==> src/rtl/core/jsu_pkg.sv <==
// jsu_pkg: shared types, codes and utf-8 helpers of the json string unescaper
// no dependencies
`default_nettype none

package jsu_pkg;

	localparam logic [7:0] CH_QUOTE  = 8'h22;
	localparam logic [7:0] CH_BSLASH = 8'h5C;
	localparam logic [7:0] CH_SLASH  = 8'h2F;
	localparam logic [7:0] CH_B      = 8'h62;
	localparam logic [7:0] CH_F      = 8'h66;
	localparam logic [7:0] CH_N      = 8'h6E;
	localparam logic [7:0] CH_R      = 8'h72;
	localparam logic [7:0] CH_T      = 8'h74;
	localparam logic [7:0] CH_U      = 8'h75;
	localparam logic [7:0] CH_NUL    = 8'h00;

	localparam logic [7:0] CTL_BS = 8'h08;
	localparam logic [7:0] CTL_FF = 8'h0C;
	localparam logic [7:0] CTL_LF = 8'h0A;
	localparam logic [7:0] CTL_CR = 8'h0D;
	localparam logic [7:0] CTL_HT = 8'h09;

	localparam logic [15:0] SURR_HI_MIN = 16'hD800;
	localparam logic [15:0] SURR_HI_MAX = 16'hDBFF;
	localparam logic [15:0] SURR_LO_MIN = 16'hDC00;
	localparam logic [15:0] SURR_LO_MAX = 16'hDFFF;
	localparam logic [20:0] SUPP_BASE   = 21'h10000;

	localparam logic [20:0] LIM_1B = 21'h00080;
	localparam logic [20:0] LIM_2B = 21'h00800;
	localparam logic [20:0] LIM_3B = 21'h10000;

	localparam logic [7:0] LEAD2 = 8'hC0;
	localparam logic [7:0] LEAD3 = 8'hE0;
	localparam logic [7:0] LEAD4 = 8'hF0;
	localparam logic [7:0] CONT  = 8'h80;

	localparam logic [1:0] KIND_BYTE = 2'd0;
	localparam logic [1:0] KIND_END  = 2'd1;
	localparam logic [1:0] KIND_ERR  = 2'd2;

	localparam int FIFO_DEPTH = 4;
	localparam int FIFO_AW    = $clog2(FIFO_DEPTH);
	localparam int FIFO_CW    = $clog2(FIFO_DEPTH + 1);

	typedef enum logic [1:0] {
		TAIL_NONE = 2'd0,
		TAIL_BYTE = 2'd1,
		TAIL_END  = 2'd2,
		TAIL_ERR  = 2'd3
	} tail_t;

	// one input byte's worth of results: up to two encodes then a tail result
	typedef struct packed {
		logic        enc0_en;
		logic [20:0] enc0_cp;
		logic        enc1_en;
		logic [15:0] enc1_cp;
		tail_t       tail;
		logic [7:0]  tail_byte;
	} cmd_t;

	function automatic logic [2:0] utf8_len(input logic [20:0] cp);
		logic [2:0] n;
		if (cp < LIM_1B) begin
			n = 3'd1;
		end else if (cp < LIM_2B) begin
			n = 3'd2;
		end else if (cp < LIM_3B) begin
			n = 3'd3;
		end else begin
			n = 3'd4;
		end
		return n;
	endfunction

	function automatic logic [7:0] utf8_byte(input logic [20:0] cp, input logic [2:0] len,
			input logic [2:0] k);
		logic [7:0] b;
		b = 8'h00;
		unique case (len)
			3'd1: b = cp[7:0];
			3'd2: b = (k == 3'd0) ? (LEAD2 | {3'b000, cp[10:6]}) : (CONT | {2'b00, cp[5:0]});
			3'd3: begin
				unique case (k)
					3'd0:    b = LEAD3 | {4'b0000, cp[15:12]};
					3'd1:    b = CONT | {2'b00, cp[11:6]};
					default: b = CONT | {2'b00, cp[5:0]};
				endcase
			end
			default: begin
				unique case (k)
					3'd0:    b = LEAD4 | {5'b00000, cp[20:18]};
					3'd1:    b = CONT | {2'b00, cp[17:12]};
					3'd2:    b = CONT | {2'b00, cp[11:6]};
					default: b = CONT | {2'b00, cp[5:0]};
				endcase
			end
		endcase
		return b;
	endfunction

endpackage

`default_nettype wire

==> src/rtl/core/jsu_in_if.sv <==
// jsu_in_if: raw text byte channel into the unescaper
// no dependencies
`default_nettype none

interface jsu_in_if;
	logic       valid;
	logic       ready;
	logic [7:0] in_byte;

	modport source (output valid, output in_byte, input ready);
	modport sink (input valid, input in_byte, output ready);
endinterface

`default_nettype wire

==> src/rtl/core/jsu_out_if.sv <==
// jsu_out_if: decoded result channel out of the unescaper
// no dependencies
`default_nettype none

interface jsu_out_if;
	logic       valid;
	logic       ready;
	logic [7:0] out_byte;
	logic [1:0] kind;
	logic       last;

	modport source (output valid, output out_byte, output kind, output last, input ready);
	modport sink (input valid, input out_byte, input kind, input last, output ready);
endinterface

`default_nettype wire

==> src/rtl/core/jsu_front.sv <==
// jsu_front: parser state machine, turns each accepted byte into at most one command
// depends on jsu_pkg and jsu_in_if
`default_nettype none

module jsu_front
	import jsu_pkg::*;
(
	input  wire logic clk,
	input  wire logic arst_n,
	jsu_in_if.sink    in,
	input  wire logic fifo_full,
	output logic      push,
	output cmd_t      cmd
);

	localparam logic [3:0] P_WAIT  = 4'd0;
	localparam logic [3:0] P_BODY  = 4'd1;
	localparam logic [3:0] P_ESC   = 4'd2;
	localparam logic [3:0] P_HEX0  = 4'd3;
	localparam logic [3:0] P_HEX1  = 4'd4;
	localparam logic [3:0] P_HEX2  = 4'd5;
	localparam logic [3:0] P_HEX3  = 4'd6;
	localparam logic [3:0] P_PBS   = 4'd7;
	localparam logic [3:0] P_PU    = 4'd8;
	localparam logic [3:0] P_PHEX0 = 4'd9;
	localparam logic [3:0] P_PHEX1 = 4'd10;
	localparam logic [3:0] P_PHEX2 = 4'd11;
	localparam logic [3:0] P_PHEX3 = 4'd12;

	logic [3:0]  phase_q, phase_d;
	logic [15:0] hex_q, hex_d;
	logic [15:0] pend_q, pend_d;

	logic [7:0]  c;
	logic        accept;
	logic        hv_ok;
	logic [3:0]  hv;
	logic [15:0] hex_new;
	logic        new_is_hi, new_is_lo;

	tail_t       b_tail, e_tail;
	logic [7:0]  b_byte, e_byte;
	logic [3:0]  b_phase, e_phase;
	logic        b_wait, e_wait, e_hexclr;
	logic        go_wait;
	logic        has_res;

	assign c        = in.in_byte;
	assign in.ready = !fifo_full;
	assign accept   = in.valid && in.ready;

	always_comb begin
		hv_ok = 1'b1;
		hv    = 4'd0;
		priority if (c >= 8'h30 && c <= 8'h39) begin
			hv = c[3:0];
		end else if ((c >= 8'h61 && c <= 8'h66) || (c >= 8'h41 && c <= 8'h46)) begin
			hv = c[3:0] + 4'd9;
		end else begin
			hv_ok = 1'b0;
		end
	end

	assign hex_new   = {hex_q[11:0], hv};
	assign new_is_hi = (hex_new >= SURR_HI_MIN) && (hex_new <= SURR_HI_MAX);
	assign new_is_lo = (hex_new >= SURR_LO_MIN) && (hex_new <= SURR_LO_MAX);

	// byte seen as part of the string body
	always_comb begin
		b_tail  = TAIL_NONE;
		b_byte  = 8'h00;
		b_phase = P_BODY;
		b_wait  = 1'b0;
		priority if (c == CH_QUOTE) begin
			b_tail = TAIL_END;
			b_wait = 1'b1;
		end else if (c == CH_BSLASH) begin
			b_phase = P_ESC;
		end else if (c == CH_NUL) begin
			b_tail = TAIL_ERR;
			b_wait = 1'b1;
		end else begin
			b_tail = TAIL_BYTE;
			b_byte = c;
		end
	end

	// byte seen right after a backslash
	always_comb begin
		e_tail   = TAIL_BYTE;
		e_byte   = 8'h00;
		e_phase  = P_BODY;
		e_wait   = 1'b0;
		e_hexclr = 1'b0;
		unique case (c)
			CH_QUOTE:  e_byte = CH_QUOTE;
			CH_BSLASH: e_byte = CH_BSLASH;
			CH_SLASH:  e_byte = CH_SLASH;
			CH_B:      e_byte = CTL_BS;
			CH_F:      e_byte = CTL_FF;
			CH_N:      e_byte = CTL_LF;
			CH_R:      e_byte = CTL_CR;
			CH_T:      e_byte = CTL_HT;
			CH_U: begin
				e_tail   = TAIL_NONE;
				e_phase  = P_HEX0;
				e_hexclr = 1'b1;
			end
			default: begin
				e_tail = TAIL_ERR;
				e_wait = 1'b1;
			end
		endcase
	end

	always_comb begin
		phase_d = phase_q;
		hex_d   = hex_q;
		pend_d  = pend_q;
		cmd     = '0;
		go_wait = 1'b0;
		unique case (phase_q)
			P_BODY: begin
				cmd.tail      = b_tail;
				cmd.tail_byte = b_byte;
				phase_d       = b_phase;
				go_wait       = b_wait;
			end
			P_ESC: begin
				cmd.tail      = e_tail;
				cmd.tail_byte = e_byte;
				phase_d       = e_phase;
				go_wait       = e_wait;
				if (e_hexclr) begin
					hex_d = '0;
				end
			end
			P_HEX0, P_HEX1, P_HEX2: begin
				if (!hv_ok) begin
					cmd.tail = TAIL_ERR;
					go_wait  = 1'b1;
				end else begin
					hex_d   = hex_new;
					phase_d = phase_q + 4'd1;
				end
			end
			P_HEX3: begin
				if (!hv_ok) begin
					cmd.tail = TAIL_ERR;
					go_wait  = 1'b1;
				end else begin
					hex_d = hex_new;
					if (new_is_hi) begin
						pend_d  = hex_new;
						phase_d = P_PBS;
					end else begin
						cmd.enc0_en = 1'b1;
						cmd.enc0_cp = {5'b00000, hex_new};
						phase_d     = P_BODY;
					end
				end
			end
			P_PBS: begin
				if (c == CH_BSLASH) begin
					phase_d = P_PU;
				end else begin
					cmd.enc0_en   = 1'b1;
					cmd.enc0_cp   = {5'b00000, pend_q};
					cmd.tail      = b_tail;
					cmd.tail_byte = b_byte;
					phase_d       = b_phase;
					go_wait       = b_wait;
				end
			end
			P_PU: begin
				if (c == CH_U) begin
					hex_d   = '0;
					phase_d = P_PHEX0;
				end else begin
					cmd.enc0_en   = 1'b1;
					cmd.enc0_cp   = {5'b00000, pend_q};
					cmd.tail      = e_tail;
					cmd.tail_byte = e_byte;
					phase_d       = e_phase;
					go_wait       = e_wait;
					if (e_hexclr) begin
						hex_d = '0;
					end
				end
			end
			P_PHEX0, P_PHEX1, P_PHEX2: begin
				if (!hv_ok) begin
					cmd.enc0_en = 1'b1;
					cmd.enc0_cp = {5'b00000, pend_q};
					cmd.tail    = TAIL_ERR;
					go_wait     = 1'b1;
				end else begin
					hex_d   = hex_new;
					phase_d = phase_q + 4'd1;
				end
			end
			P_PHEX3: begin
				if (!hv_ok) begin
					cmd.enc0_en = 1'b1;
					cmd.enc0_cp = {5'b00000, pend_q};
					cmd.tail    = TAIL_ERR;
					go_wait     = 1'b1;
				end else begin
					hex_d       = hex_new;
					cmd.enc0_en = 1'b1;
					pend_d      = '0;
					if (new_is_lo) begin
						cmd.enc0_cp = SUPP_BASE + {1'b0, pend_q[9:0], hex_new[9:0]};
						phase_d     = P_BODY;
					end else begin
						cmd.enc0_cp = {5'b00000, pend_q};
						if (new_is_hi) begin
							pend_d  = hex_new;
							phase_d = P_PBS;
						end else begin
							cmd.enc1_en = 1'b1;
							cmd.enc1_cp = hex_new;
							phase_d     = P_BODY;
						end
					end
				end
			end
			default: begin
				if (c == CH_QUOTE) begin
					hex_d   = '0;
					pend_d  = '0;
					phase_d = P_BODY;
				end else begin
					cmd.tail = TAIL_ERR;
					go_wait  = 1'b1;
				end
			end
		endcase
		if (go_wait) begin
			phase_d = P_WAIT;
			hex_d   = '0;
			pend_d  = '0;
		end
	end

	assign has_res = cmd.enc0_en || cmd.enc1_en || (cmd.tail != TAIL_NONE);
	assign push    = accept && has_res;

	always_ff @(posedge clk or negedge arst_n) begin
		if (!arst_n) begin
			phase_q <= P_WAIT;
			hex_q   <= '0;
			pend_q  <= '0;
		end else if (accept) begin
			phase_q <= phase_d;
			hex_q   <= hex_d;
			pend_q  <= pend_d;
		end
	end

endmodule

`default_nettype wire

==> src/rtl/core/jsu_cmd_fifo.sv <==
// jsu_cmd_fifo: short command queue between the parser and the result expander
// depends on jsu_pkg
`default_nettype none

module jsu_cmd_fifo
	import jsu_pkg::*;
(
	input  wire logic clk,
	input  wire logic arst_n,
	input  wire logic push,
	input  wire cmd_t wdata,
	input  wire logic pop,
	output cmd_t      rdata,
	output logic      full,
	output logic      empty
);

	cmd_t               mem_q [FIFO_DEPTH];
	logic [FIFO_AW-1:0] wptr_q, rptr_q;
	logic [FIFO_CW-1:0] count_q;

	assign full  = (count_q == FIFO_CW'(FIFO_DEPTH));
	assign empty = (count_q == '0);
	assign rdata = mem_q[rptr_q];

	always_ff @(posedge clk) begin
		if (push) begin
			mem_q[wptr_q] <= wdata;
		end
	end

	always_ff @(posedge clk or negedge arst_n) begin
		if (!arst_n) begin
			wptr_q  <= '0;
			rptr_q  <= '0;
			count_q <= '0;
		end else begin
			if (push) begin
				wptr_q <= wptr_q + 1'b1;
			end
			if (pop) begin
				rptr_q <= rptr_q + 1'b1;
			end
			unique case ({push, pop})
				2'b10:   count_q <= count_q + 1'b1;
				2'b01:   count_q <= count_q - 1'b1;
				default: count_q <= count_q;
			endcase
		end
	end

	a_no_overflow: assert property (@(posedge clk) disable iff (!arst_n)
		push |-> !full)
		else $error("command queue written while full");

	a_no_underflow: assert property (@(posedge clk) disable iff (!arst_n)
		pop |-> !empty)
		else $error("command queue read while empty");

endmodule

`default_nettype wire

==> src/rtl/core/jsu_back.sv <==
// jsu_back: expands one queued command into its result items, one per cycle while out.ready is high
// depends on jsu_pkg and jsu_out_if
`default_nettype none

module jsu_back
	import jsu_pkg::*;
(
	input  wire logic clk,
	input  wire logic arst_n,
	input  wire cmd_t head,
	input  wire logic empty,
	output logic      pop,
	jsu_out_if.source out
);

	logic [2:0] idx_q;
	logic [2:0] n0, n1, n01, total;
	logic       nt;
	logic [7:0] res_byte;
	logic [1:0] res_kind;
	logic       res_last;
	logic       load;
	logic       ovalid_q;
	logic [7:0] obyte_q;
	logic [1:0] okind_q;
	logic       olast_q;

	assign n0    = head.enc0_en ? utf8_len(head.enc0_cp) : 3'd0;
	assign n1    = head.enc1_en ? utf8_len({5'b00000, head.enc1_cp}) : 3'd0;
	assign nt    = (head.tail != TAIL_NONE);
	assign n01   = n0 + n1;
	assign total = n01 + {2'b00, nt};

	always_comb begin
		res_byte = 8'h00;
		res_kind = KIND_BYTE;
		priority if (idx_q < n0) begin
			res_byte = utf8_byte(head.enc0_cp, n0, idx_q);
		end else if (idx_q < n01) begin
			res_byte = utf8_byte({5'b00000, head.enc1_cp}, n1, idx_q - n0);
		end else begin
			unique case (head.tail)
				TAIL_BYTE: res_byte = head.tail_byte;
				TAIL_END:  res_kind = KIND_END;
				TAIL_ERR:  res_kind = KIND_ERR;
				default:   res_kind = KIND_BYTE;
			endcase
		end
	end

	assign res_last = (idx_q == total - 3'd1);
	assign load     = !empty && (!ovalid_q || out.ready);
	assign pop      = load && res_last;

	always_ff @(posedge clk or negedge arst_n) begin
		if (!arst_n) begin
			ovalid_q <= 1'b0;
			idx_q    <= '0;
		end else begin
			if (load) begin
				ovalid_q <= 1'b1;
				idx_q    <= res_last ? 3'd0 : idx_q + 3'd1;
			end else if (out.ready) begin
				ovalid_q <= 1'b0;
			end
		end
	end

	always_ff @(posedge clk) begin
		if (load) begin
			obyte_q <= res_byte;
			okind_q <= res_kind;
			olast_q <= res_last;
		end
	end

	assign out.valid    = ovalid_q;
	assign out.out_byte = obyte_q;
	assign out.kind     = okind_q;
	assign out.last     = olast_q;

	a_idx_in_range: assert property (@(posedge clk) disable iff (!arst_n)
		!empty |-> (idx_q < total))
		else $error("result index past end of command");

	a_idx_restart: assert property (@(posedge clk) disable iff (!arst_n)
		pop |=> (idx_q == 3'd0))
		else $error("result index not cleared after last result");

	a_load_shows: assert property (@(posedge clk) disable iff (!arst_n)
		load |=> out.valid)
		else $error("loaded result not presented");

endmodule

`default_nettype wire

==> src/rtl/core/json_string_unescape_utf8.sv <==
// json_string_unescape_utf8: top level of the json string unescaper with utf-8 output
// depends on jsu_pkg, jsu_in_if, jsu_out_if, jsu_front, jsu_cmd_fifo, jsu_back
//
// usage:
//   in  carries the raw bytes of quoted json text, one byte per request
//   out carries results: out_byte with kind 0 (decoded byte), kind 1 (string
//   complete) or kind 2 (malformed string); last marks the final result that
//   one input byte causes. after kind 2 the consumer drops that string.
//   an input byte gives zero to six results; bytes that give none (backslash,
//   hex digits, opening quote) are taken without touching the output side.
//   the first result of a byte passes through the command queue and then the
//   output register before out.valid rises. throughput: one result per cycle
//   on out while out.ready is high, one byte per cycle on in while each byte
//   gives at most one result. a \u escape or surrogate pair gives up to six
//   results at one per cycle through the output register; the four-entry
//   command queue absorbs them and in.ready drops only when it fills.
//   a stall on out holds the output register and fills the queue; the parser
//   keeps taking bytes until the queue is full.
//   reset: queue and output empty, parser waits for an opening quote.
`default_nettype none

module json_string_unescape_utf8
	import jsu_pkg::*;
(
	input  wire logic clk,
	input  wire logic arst_n,
	jsu_in_if.sink    in,
	jsu_out_if.source out
);

	cmd_t front_cmd;
	cmd_t head_cmd;
	logic push, pop, full, empty;

	jsu_front u_front (
		.clk       (clk),
		.arst_n    (arst_n),
		.in        (in),
		.fifo_full (full),
		.push      (push),
		.cmd       (front_cmd)
	);

	jsu_cmd_fifo u_fifo (
		.clk    (clk),
		.arst_n (arst_n),
		.push   (push),
		.wdata  (front_cmd),
		.pop    (pop),
		.rdata  (head_cmd),
		.full   (full),
		.empty  (empty)
	);

	jsu_back u_back (
		.clk    (clk),
		.arst_n (arst_n),
		.head   (head_cmd),
		.empty  (empty),
		.pop    (pop),
		.out    (out)
	);

endmodule

`default_nettype wire
==> src/flat_wrapper.sv <==
// flat-port wrapper written by rule: the top's interface ports become plain ports
module json_string_unescape_utf8_flat import jsu_pkg::*;
  (clk, arst_n, in_valid, in_in_byte, in_ready, out_valid, out_out_byte, out_kind, out_last, out_ready);
  jsu_in_if in_i ();
  jsu_out_if out_i ();
  input  wire logic clk;
  input  wire logic arst_n;
  input wire logic [$bits(in_i.valid)-1:0] in_valid;
  input wire logic [$bits(in_i.in_byte)-1:0] in_in_byte;
  output wire logic [$bits(in_i.ready)-1:0] in_ready;
  output wire logic [$bits(out_i.valid)-1:0] out_valid;
  output wire logic [$bits(out_i.out_byte)-1:0] out_out_byte;
  output wire logic [$bits(out_i.kind)-1:0] out_kind;
  output wire logic [$bits(out_i.last)-1:0] out_last;
  input wire logic [$bits(out_i.ready)-1:0] out_ready;
  assign in_i.valid = in_valid;
  assign in_i.in_byte = in_in_byte;
  assign in_ready = in_i.ready;
  assign out_valid = out_i.valid;
  assign out_out_byte = out_i.out_byte;
  assign out_kind = out_i.kind;
  assign out_last = out_i.last;
  assign out_i.ready = out_ready;
  json_string_unescape_utf8 u_core (.clk(clk), .arst_n(arst_n), .in(in_i), .out(out_i));
endmodule
==> config.mk <==
export PLATFORM = sky130hd
export DESIGN_NAME = json_string_unescape_utf8_flat
export DESIGN_NICKNAME = d
export VERILOG_FILES = /design/src/rtl/core/jsu_pkg.sv /design/src/rtl/core/jsu_in_if.sv /design/src/rtl/core/jsu_out_if.sv /design/src/rtl/core/jsu_front.sv /design/src/rtl/core/jsu_cmd_fifo.sv /design/src/rtl/core/jsu_back.sv /design/src/rtl/core/json_string_unescape_utf8.sv /design/src/flat_wrapper.sv
export SDC_FILE = /design/constraint.sdc
export NUM_CORES = 1
export LEC_CHECK = 0
export BUFFER_PORTS_ARGS = -buffer_cell sky130_fd_sc_hd__buf_4
export CORE_MARGIN = 8
export CORE_UTILIZATION = 45
export CTS_BUF_LIST = sky130_fd_sc_hd__clkbuf_4 sky130_fd_sc_hd__clkbuf_8
export DETAILED_ROUTE_END_ITERATION = 7
export PLACE_DENSITY = 0.66
export SYNTH_ARGS = -nofsm -noshare
export SYNTH_HDL_FRONTEND = slang
export SYNTH_HIERARCHICAL = 1
export SYNTH_SLANG_ARGS = --single-unit
export TNS_END_PERCENT = 10
==> constraint.sdc <==
create_clock -name clk -period 5.6 [get_ports clk]
set_input_delay 0.56 -clock clk [delete_from_list [all_inputs] [get_ports clk]]
set_output_delay 0.56 -clock clk [all_outputs]
set_load 0.05 [all_outputs]
Word-level counts from Yosys, hierarchy flattened
Memories as Yosys holds them, arrays and structs flattened.
Index checks and enable logic that the tools add are counted.

operators by class
  reduce and logical (&&, ||, !) cells = 38
  add/sub/neg operators = 12
  order comparisons = 17
  equal/unequal tests = 45
  multiplexer cells = 91

operators with widths
  operator                                                    count
  2-to-1 mux 16 bit                                           11
  2-to-1 mux 22 bit                                           5
  case mux 22 bit (5 select lines)                            1
  2-to-1 mux 17 bit                                           4
  case mux 16 bit (4 select lines)                            1
  equality test 8 x 7 -> 1 bit (second input constant)        7
  case mux 7 bit (8 select lines)                             1
  2-to-1 mux 8 bit                                            6
  case mux 16 bit (3 select lines)                            1
  case mux 8 bit (3 select lines)                             2
  2-to-1 mux 21 bit                                           2
  case mux 7 bit (3 select lines)                             2
  2-to-1 mux 4 bit                                            10
  greater-or-equal comparator 16 bit (second input constant)  2
  less-or-equal comparator 16 bit (second input constant)     2
  case mux 8 bit (4 select lines)                             1
  case mux 4 bit (7 select lines)                             1
  case mux 7 bit (2 select lines)                             2
  adder 17 x 20 -> 21 bit (first input constant)              1
  < comparator 21 x 12 -> 1 bit (second input constant)       1
  < comparator 21 x 17 -> 1 bit (second input constant)       1
  < comparator 21 x 8 -> 1 bit (second input constant)        1
  2-to-1 mux 3 bit                                            7
  equality test 4 bit (second input constant)                 5
  54 further kinds                                            126

word-level totals
  word-level logic and storage cells = 215
  output and inout port bits = 13
  memory bits (writable) = 196
  flip-flop bits (word level) = 58
  memories = 1

memories
  name                 depth  bits a word  read ports  clocked after Yosys merged registers in  wr ports  RTL line            RTL
  u_core.u_fifo.mem_q  4      49           1           0                                        1         jsu_cmd_fifo.sv:18  cmd_t mem_q [FIFO_DEPTH];

Depth between registers and ports, before layout
Gate-level depths: netlist of the first run.

  word-level depth = 16
  gate-level depth with buffers = 20
  gate-level depth less buffers = 18

Hierarchy
The synthesis of the first run kept the hierarchy.

by module, submodules not included
  module        seq. area each (um2)  times used  area an instance (um2)  cells an instance
  jsu_cmd_fifo  6060.8                1           7527.2                  294
  jsu_front     800.8                 1           2741.4                  317
  jsu_back      430.4                 1           2078.2                  257

Least setup slack after synthesis of the first run
Ideal clock, no wire load.

  path kind = reg2reg
  from = reg u_core.u_fifo.rptr_q[0]
  to = reg u_core.u_fifo.count_q[2]
  arrival time = 4.530 ns
  period minus slack after synthesis = 4.610 ns
  cell stages (with the launch flop) = 21
  library setup time = 0.079 ns
  path buffers = 2
  setup slack = 0.990 ns
  cells stage by stage = dfrtp_1 buf_6 buf_12 mux4_2 or4_4 nor2_4 a21oi_1 ha_1 fa_1 inv_1 ha_1 xor2_1 xnor3_1 nor2_2 and2_1 ha_1 inv_1 fa_1 xor2_1 nor2_1 xor2_1

RTL lines
  what                    RTL line            RTL
  from (decl)             jsu_cmd_fifo.sv:19  logic [FIFO_AW-1:0] wptr_q, rptr_q;
  from (signal assigned)  jsu_cmd_fifo.sv:42  rptr_q <= rptr_q + 1'b1;
  to (signal assigned)    jsu_cmd_fifo.sv:45  2'b10: count_q <= count_q + 1'b1;
  to (signal assigned)    jsu_cmd_fifo.sv:46  2'b01: count_q <= count_q - 1'b1;
  to (signal assigned)    jsu_cmd_fifo.sv:47  default: count_q <= count_q;
  to (decl)               jsu_cmd_fifo.sv:20  logic [FIFO_CW-1:0] count_q;

==> qor.yml, run 1 <==
final_layout:
  drive_above_1_share_pct: 22.8
  nFillCells: 2243
  synthToLayoutAreaGrowth_pct: 11.3
  multi_input_area_sq_um: 4650
  final_nets: 956
  diodes: 0
  seq_area_sq_um: 7300
synthesis:
  synth_top_flop_cell: "edfxtp_1"
  synth.most_common_cell: "edfxtp_1"
  postSynthAreaPerCell_sq_um: 14.2
  synth-xor-area-share_pct: 1.39
  synth-edff-count: 207
  synth_seq_cells: 250
  synth_fp_nets: 909
  syn_area_sq_um: 12300
  synth_top_area_share_pct: 50.3
  yosysWarningCount: 6
  synth_compound_area_share_pct: 11.8
  async_reset_ff_share_pct: 17.2
  yosysTopAreaCell: "edfxtp_1"
  synth_seq_area_share_pct: 59.1
  synthAdderAreaFrac_pct: 3.12
  postSynthCellCount: 868
  synthDistinctLibCells: 91
  synth_top_family_by_area: "compound AO/OA/AOI/OAI gates"
  synth_commonest_cells: "207 x edfxtp_1, 57 x nand2_1, 48 x mux4_2, 43 x dfrtp_1, 41 x nor2_1"
  synthMuxAreaShare_pct: 9.91
  yosys.area_share.simple_pct: 11.3
  synth_top_cells_by_area: "edfxtp_1 50%, mux4_2 8.8%, dfrtp_1 8.7%"
sta:
  fin_ws_ns: 0.337
  hold_ws_ns: 0.0110
  slew_headroom_pct: 24.8
  hold_viol: 0
  rsz0062_at_grt: "false"
  setup_viol: 0
  fmax_mhz: 190
  finalCritPeriodShare_pct: 94.0
  worst_pin_slew_ns: 1.13
  fin_crit_ns: 5.26
  fin_worst_skew_ns: 0.0241
  final.setup.tns_ns: 0
  drv_slew: 0
critical_path:
  path_max_fanout: 12
  reg2reg_depth: 19
  worstPathRequired_ns: 6.07
  start_kind: "flop"
  path_class: "flop to flop"
  cp.arrival_ns: 5.73
  rr_endpoint: "u_core/u_fifo/count_q[2]"
  crit_path_end_kind: "flop"
  reg2reg_from: "u_core/u_fifo/rptr_q[0]"
  rrSetupSlack_ns: 0.34
global_routing:
  first_global_vias: 7752
  grt_usage_pct: 17.2
  grt_pass1_wl_um: 44600
  grt_max_degree: 50
  grt-ovfl-total: 0
  antenna_found_initial: 0
drt:
  avgViaCountPerCell: 6.06
  drt-initial-drc-count: 771
  route.vias.total: 7808
  wire_per_inst_um: 22.2
  postRouteAntennaNets: 0
  dr.pass1.iters: 5
  drcViolationCount: 0
  wirelength_um: 28600
floorplan:
  fp.dieW_um: 182
  row_count: 60
  core_sq_um: 27000
  io_pins: 25
  start_util_pct: 45.8
  dieArea_sq_um: 33000
  die_h_um: 182
cts:
  cts.sinks: 250
  cts_resized: 0
  htree_levels: 2
  clk_latency_ns: 0.54
  root_buffer: "clkbuf_8"
  cts_inserted_buffers: 41
  clock_path_buffers: 3
  cts_tree: "yes"
  cts_setup_buffers: 0
  ctsHoldBuffers: 0
  clk_pin_slew_worst_paths_ns: 0.07
placement:
  gp_congestion: 0.922
  dp_slack_ns: 0.383
  port_buffers: 24
  post-dp-hpwl_um: 20400
hold_path:
  hold_class: "primary input to async pin"
pwr:
  vdd_ir_drop_max_mv: 0.184
  p_leak_nw: 5.02
  powerDensity_nw_per_um2: 521
job:
  max_cap_violations: 0
run_status:
  status: "finished, final reports clean"
[critical path, stage by stage, from the launching register on]
cell and delay [ns]:
dfrtp_4 0.55, buf_4 0.27, mux4_2 0.59, nor4_4 0.32
nand2_1 0.19, a21oi_1 0.32, ha_1 0.23, fa_1 0.43
inv_1 0.11, ha_1 0.16, xor2_1 0.17, xnor3_1 0.29
nor2_2 0.19, and2_1 0.28, ha_1 0.22, inv_1 0.07
fa_1 0.38, xor2_1 0.15, nor2_1 0.12, xor2_1 0.15
[kinds of logic (layout without fill, tap and decap cells)]
group	Yosys count	after routing
fa+ha+maj	29	29
compound gates	190	190
mux	60	60
simple gates	247	247
buf+inv	74	154
xor+xnor	18	18
flops	250	250
[power breakdown]
group / leakage, nW / switching [W] / total (W) / internal [W]
clock: 0.461 / 0.000697 / 0.00163 / 0.000932
sequential: 2.55 / 0.000135 / 0.00255 / 0.00242
combinational: 2.01 / 0.00183 / 0.00298 / 0.00115
total: 5.02 / 0.00266 / 0.00716 / 0.00450
[cell usage in the layout, fill, tap and decap left out, drive strengths merged, types with 26 or more instances in the layout]
cell,instances
edfxtp,207
dfrtp,43
ha,26
mux4,49
a22o,34
inv,32
clkbuf,60
nor3,27
and2,27
nand2,58
nor2,44
o21ai,28
a21oi,30
buf,47
[layout make-up]
cell class / instances / share of cell area (%)
clock inverters: 16 / 0.983
clock buffers: 60 / 5.28
inverters: 31 / 0.847
repair buffers: 47 / 2.84
well taps: 341 / 3.10
multi-input cells: 544 / 33.8
flip-flops and latches: 250 / 53.1
[sequential cells by signal, indices dropped and copies added, names as in the netlist]
register                    count
u_core/u_fifo/count_q           3
u_core/u_back/out.last          1
u_core/u_fifo/wptr_q            2
u_core/u_fifo/mem_q           196
u_core/u_fifo/rptr_q            2
u_core/u_back/idx_q             3
u_core/u_front/pend_q          16
u_core/u_back/out.valid         1
u_core/u_back/out.out_byte      8
u_core/u_front/hex_q           12
u_core/u_back/out.kind          2
u_core/u_front/phase_q          4
[layer usage]
metal	part of all wire, %	up-vias	wire length, um	GRT usage [%]
li1	-	3539	-	-
met1	45	3961	12900	23.7
met2	48	259	13600	27.3
met3	5.0	49	1440	2.79
met4	2.4	0	678	5.58
met5	0	-	0	0
[metrics by stage]
stage          total power, W  util, %  cell area [sq um]  instances
4_1_cts               0.00719     51.0              13700       1289
3_3_place_gp          0.00554     47.8              12900       1213
2_1_floorplan         0.00477        -              12300        868
6_report              0.00716     51.0              13700       1289
3_5_place_dp          0.00554     47.8              12900       1213
5_1_grt               0.00754     51.0              13700       1289
[how the worst max path moves through the flow]
stage | startpoint | endpoint | slack, ns | depth (start not counted)
final | u_core/u_fifo/rptr_q[0] | u_core/u_fifo/count_q[2] | 0.34 | 19
after global routing | u_core/u_fifo/rptr_q[0] | u_core/u_fifo/count_q[2] | 0.02 | 19
after CTS | u_core/u_fifo/rptr_q[0] | u_core/u_fifo/count_q[2] | 0.37 | 19
after detailed placement | u_core/u_fifo/rptr_q[0] | u_core/u_fifo/count_q[2] | 0.38 | 19
after global placement | u_core/u_fifo/rptr_q[0] | u_core/u_fifo/count_q[2] | 0.52 | 19
after floorplan | u_core/u_fifo/rptr_q[0] | u_core/u_fifo/count_q[2] | 0.99 | 20
Power figures use the tool's default switching activity.
==> run 2, diff against run 1 <==
--- a/config.mk
+++ b/config.mk
@@ -8,7 +8,6 @@
 export BUFFER_PORTS_ARGS = -buffer_cell sky130_fd_sc_hd__buf_4
 export CORE_MARGIN = 8
 export CORE_UTILIZATION = 45
-export CTS_BUF_LIST = sky130_fd_sc_hd__clkbuf_4 sky130_fd_sc_hd__clkbuf_8
 export DETAILED_ROUTE_END_ITERATION = 7
 export PLACE_DENSITY = 0.66
 export SYNTH_ARGS = -nofsm -noshare
==> qor.yml, run 2 (synthesized netlist as in run 1, its figures left out) <==
run_status:
  status: "finished, final reports clean"
drt:
  wirelength_um: 28500  # -0.16%
  drt-initial-drc-count: 785  # +1.8%
  avgViaCountPerCell: 6.14  # +1.3%
  route.vias.total: 7734  # -0.95%
  wire_per_inst_um: 22.6  # +2.1%
  drcViolationCount: 0  # unchanged
  postRouteAntennaNets: 0  # unchanged
  dr.pass1.iters: 5  # unchanged
critical_path:
  setup.worst_path.start: "u_core/u_fifo/rptr_q[0]"
  path_cells: "buf_4 -> mux4_2 -> nor4_4 -> nand2_1 -> a21oi_1 -> ha_1 -> fa_1 -> inv_1 -> ha_1 -> xor2_1 -> xnor3_1 -> nor2_2 -> and2_1 -> ha_1 -> inv_1 -> fa_1 -> xor2_1 -> nor2_1 -> xor2_1"
  crit_path_end_kind: "flop"
  reg2reg_from: "u_core/u_fifo/rptr_q[0]"
  path_class: "flop to flop"
  cp.arrival_ns: 5.77  # +0.04 ns
  worstPathRequired_ns: 6.06  # about the same
  crit_family: "adder cells"
  path_max_fanout: 12  # unchanged
  slowest_delay_ns: 0.59  # about the same
  timing.critical_path.buf_inv: 3  # unchanged
  start_kind: "flop"
  slowest_stage: "mux4_2"
pwr:
  vdd_ir_drop_max_mv: 0.241  # +31%
  p_leak_nw: 4.94  # -1.5%
  powerDensity_nw_per_um2: 521  # about the same
sta:
  fin_crit_ns: 5.31  # +0.0499 ns
  fmax_mhz: 188  # -0.94%
  setup_viol: 0  # unchanged
  worst_pin_slew_ns: 1.10  # -0.0334 ns
  hold_ws_ns: 0.0320  # +0.0210 ns
  hold_viol: 0  # unchanged
  fin_worst_skew_ns: 0.0284  # +0.00424 ns
  drv_slew: 0  # unchanged
  rsz0062_at_grt: "false"
  finalCritPeriodShare_pct: 94.9  # +0.89 points
  final.setup.tns_ns: 0  # unchanged
  slew_headroom_pct: 27.0  # +2.2 points
global_routing:
  grt_pass1_wl_um: 44500  # -0.26%
  grt_max_degree: 50  # unchanged
  grt-ovfl-total: 0  # unchanged
  grt_usage_pct: 17.0  # -0.16 points
  antenna_found_initial: 0  # unchanged
  first_global_vias: 7646  # -1.4%
cts:
  root_buffer: "clkbuf_16"
  ctsHoldBuffers: 0  # unchanged
  cts_setup_buffers: 0  # unchanged
  cts_resized: 0  # unchanged
  clock_path_buffers: 3  # unchanged
  cts_inserted_buffers: 26  # -37%
  cts_tree: "yes"
  htree_levels: 1  # -1
  clk_latency_ns: 0.53  # about the same
  cts.sinks: 250  # unchanged
  clk_pin_slew_worst_paths_ns: 0.06  # about the same
final_layout:
  layout_commonest_cell: "edfxtp_1"
  final_nets: 941  # -1.6%
  regMostFlops: "u_core/u_fifo/mem_q"
  largestRegisters: "u_core/u_fifo/mem_q x196, u_core/u_front/pend_q x16, u_core/u_front/hex_q x12"
  layout_common_cells: "207 x edfxtp_1, 57 x nand2_1, 48 x mux4_2"
  utilization_pct: 50.7  # -0.26 points
  largest_reg_flops: 196  # unchanged
  drive_above_1_share_pct: 19.8  # -3.0 points
  synthToLayoutAreaGrowth_pct: 10.7
  diodes: 0  # unchanged
  nFillCells: 2232  # -0.49%
job:
  max_cap_violations: 0  # unchanged
floorplan:
  row_count: 60  # unchanged
  start_util_pct: 45.8  # unchanged
  dieArea_sq_um: 33000  # unchanged
  fp.dieW_um: 182  # unchanged
  core_sq_um: 27000  # unchanged
  io_pins: 25  # unchanged
  die_h_um: 182  # unchanged
hold_path:
  hold_class: "primary input to async pin"
placement:
  gp_congestion: 0.922  # unchanged
  post-dp-hpwl_um: 20400  # unchanged
  port_buffers: 24  # unchanged
[run 2: cell count changes in the layout (fill, tap and decap cells not counted)]
cell | before | now
clkbuf_4 | 16 | 0
clkinvlp_4 | 1 | 3
bufinv_16 | 2 | 1
clkbuf_1 | 0 | 1
clkinv_2 | 7 | 6
clkinv_8 | 0 | 1
clkinv_1 | 5 | 9
clkbuf_8 | 44 | 0
inv_6 | 2 | 1
clkbuf_16 | 0 | 26
[run 2: layout make-up]
class | instances | area (sq um) | area share, %
Multi-Input combinational cell | 544 | 4650 | 34.0
Tap cell | 341 | 427 | 3.12
Timing Repair Buffer | 47 | 390 | 2.86
Sequential cell | 250 | 7300 | 53.4
Clock inverter | 20 | 138 | 1.01
Inverter | 31 | 116 | 0.851
Clock buffer | 27 | 654 | 4.79
[run 2: per-layer routing]
layer	GRT usage (%)	routed length [um]	vias up
li1	-	-	3492
met2	27.3	13500	263
met1	23.9	12900	3940
met4	4.89	608	0
met5	0	0	-
met3	2.28	1540	39
[run 2: final timing paths]
check / to / slack, ns / cells past startpoint
min in group clk: u_core/u_back/out.valid / 0.24 / 2
setup / recovery: u_core/u_fifo/count_q[2] / 0.29 / 19
setup reg to reg: u_core/u_fifo/count_q[2] / 0.29 / 19
hold / removal: u_core/u_back/idx_q[2] / 0.03 / 1
max in group asynchronous: u_core/u_fifo/rptr_q[0] / 5.08 / 1
hold reg to reg: u_core/u_front/pend_q[15] / 0.49 / 1
[run 2: metrics by stage]
| step | instance area [sq um] | worst slack [ns] | total power (W) | instances |
|---|---|---|---|---|
| after floorplan | 12300 | 0.990 | 0.00477 | 868 |
| final | 13700 | 0.287 | 0.00712 | 1260 |
| after global routing | 13700 | 0.0279 | 0.00748 | 1260 |
| after detailed placement | 12900 | 0.383 | 0.00554 | 1213 |
| after global placement | 12900 | 0.517 | 0.00554 | 1213 |
| after CTS | 13700 | 0.381 | 0.00714 | 1260 |
[run 2: power breakdown]
part           switching (W)  total (W)  internal, W  leakage, nW
registers           0.000135    0.00255      0.00242         2.55
logic                0.00183    0.00298      0.00115         2.01
clock network       0.000692    0.00159     0.000895        0.384
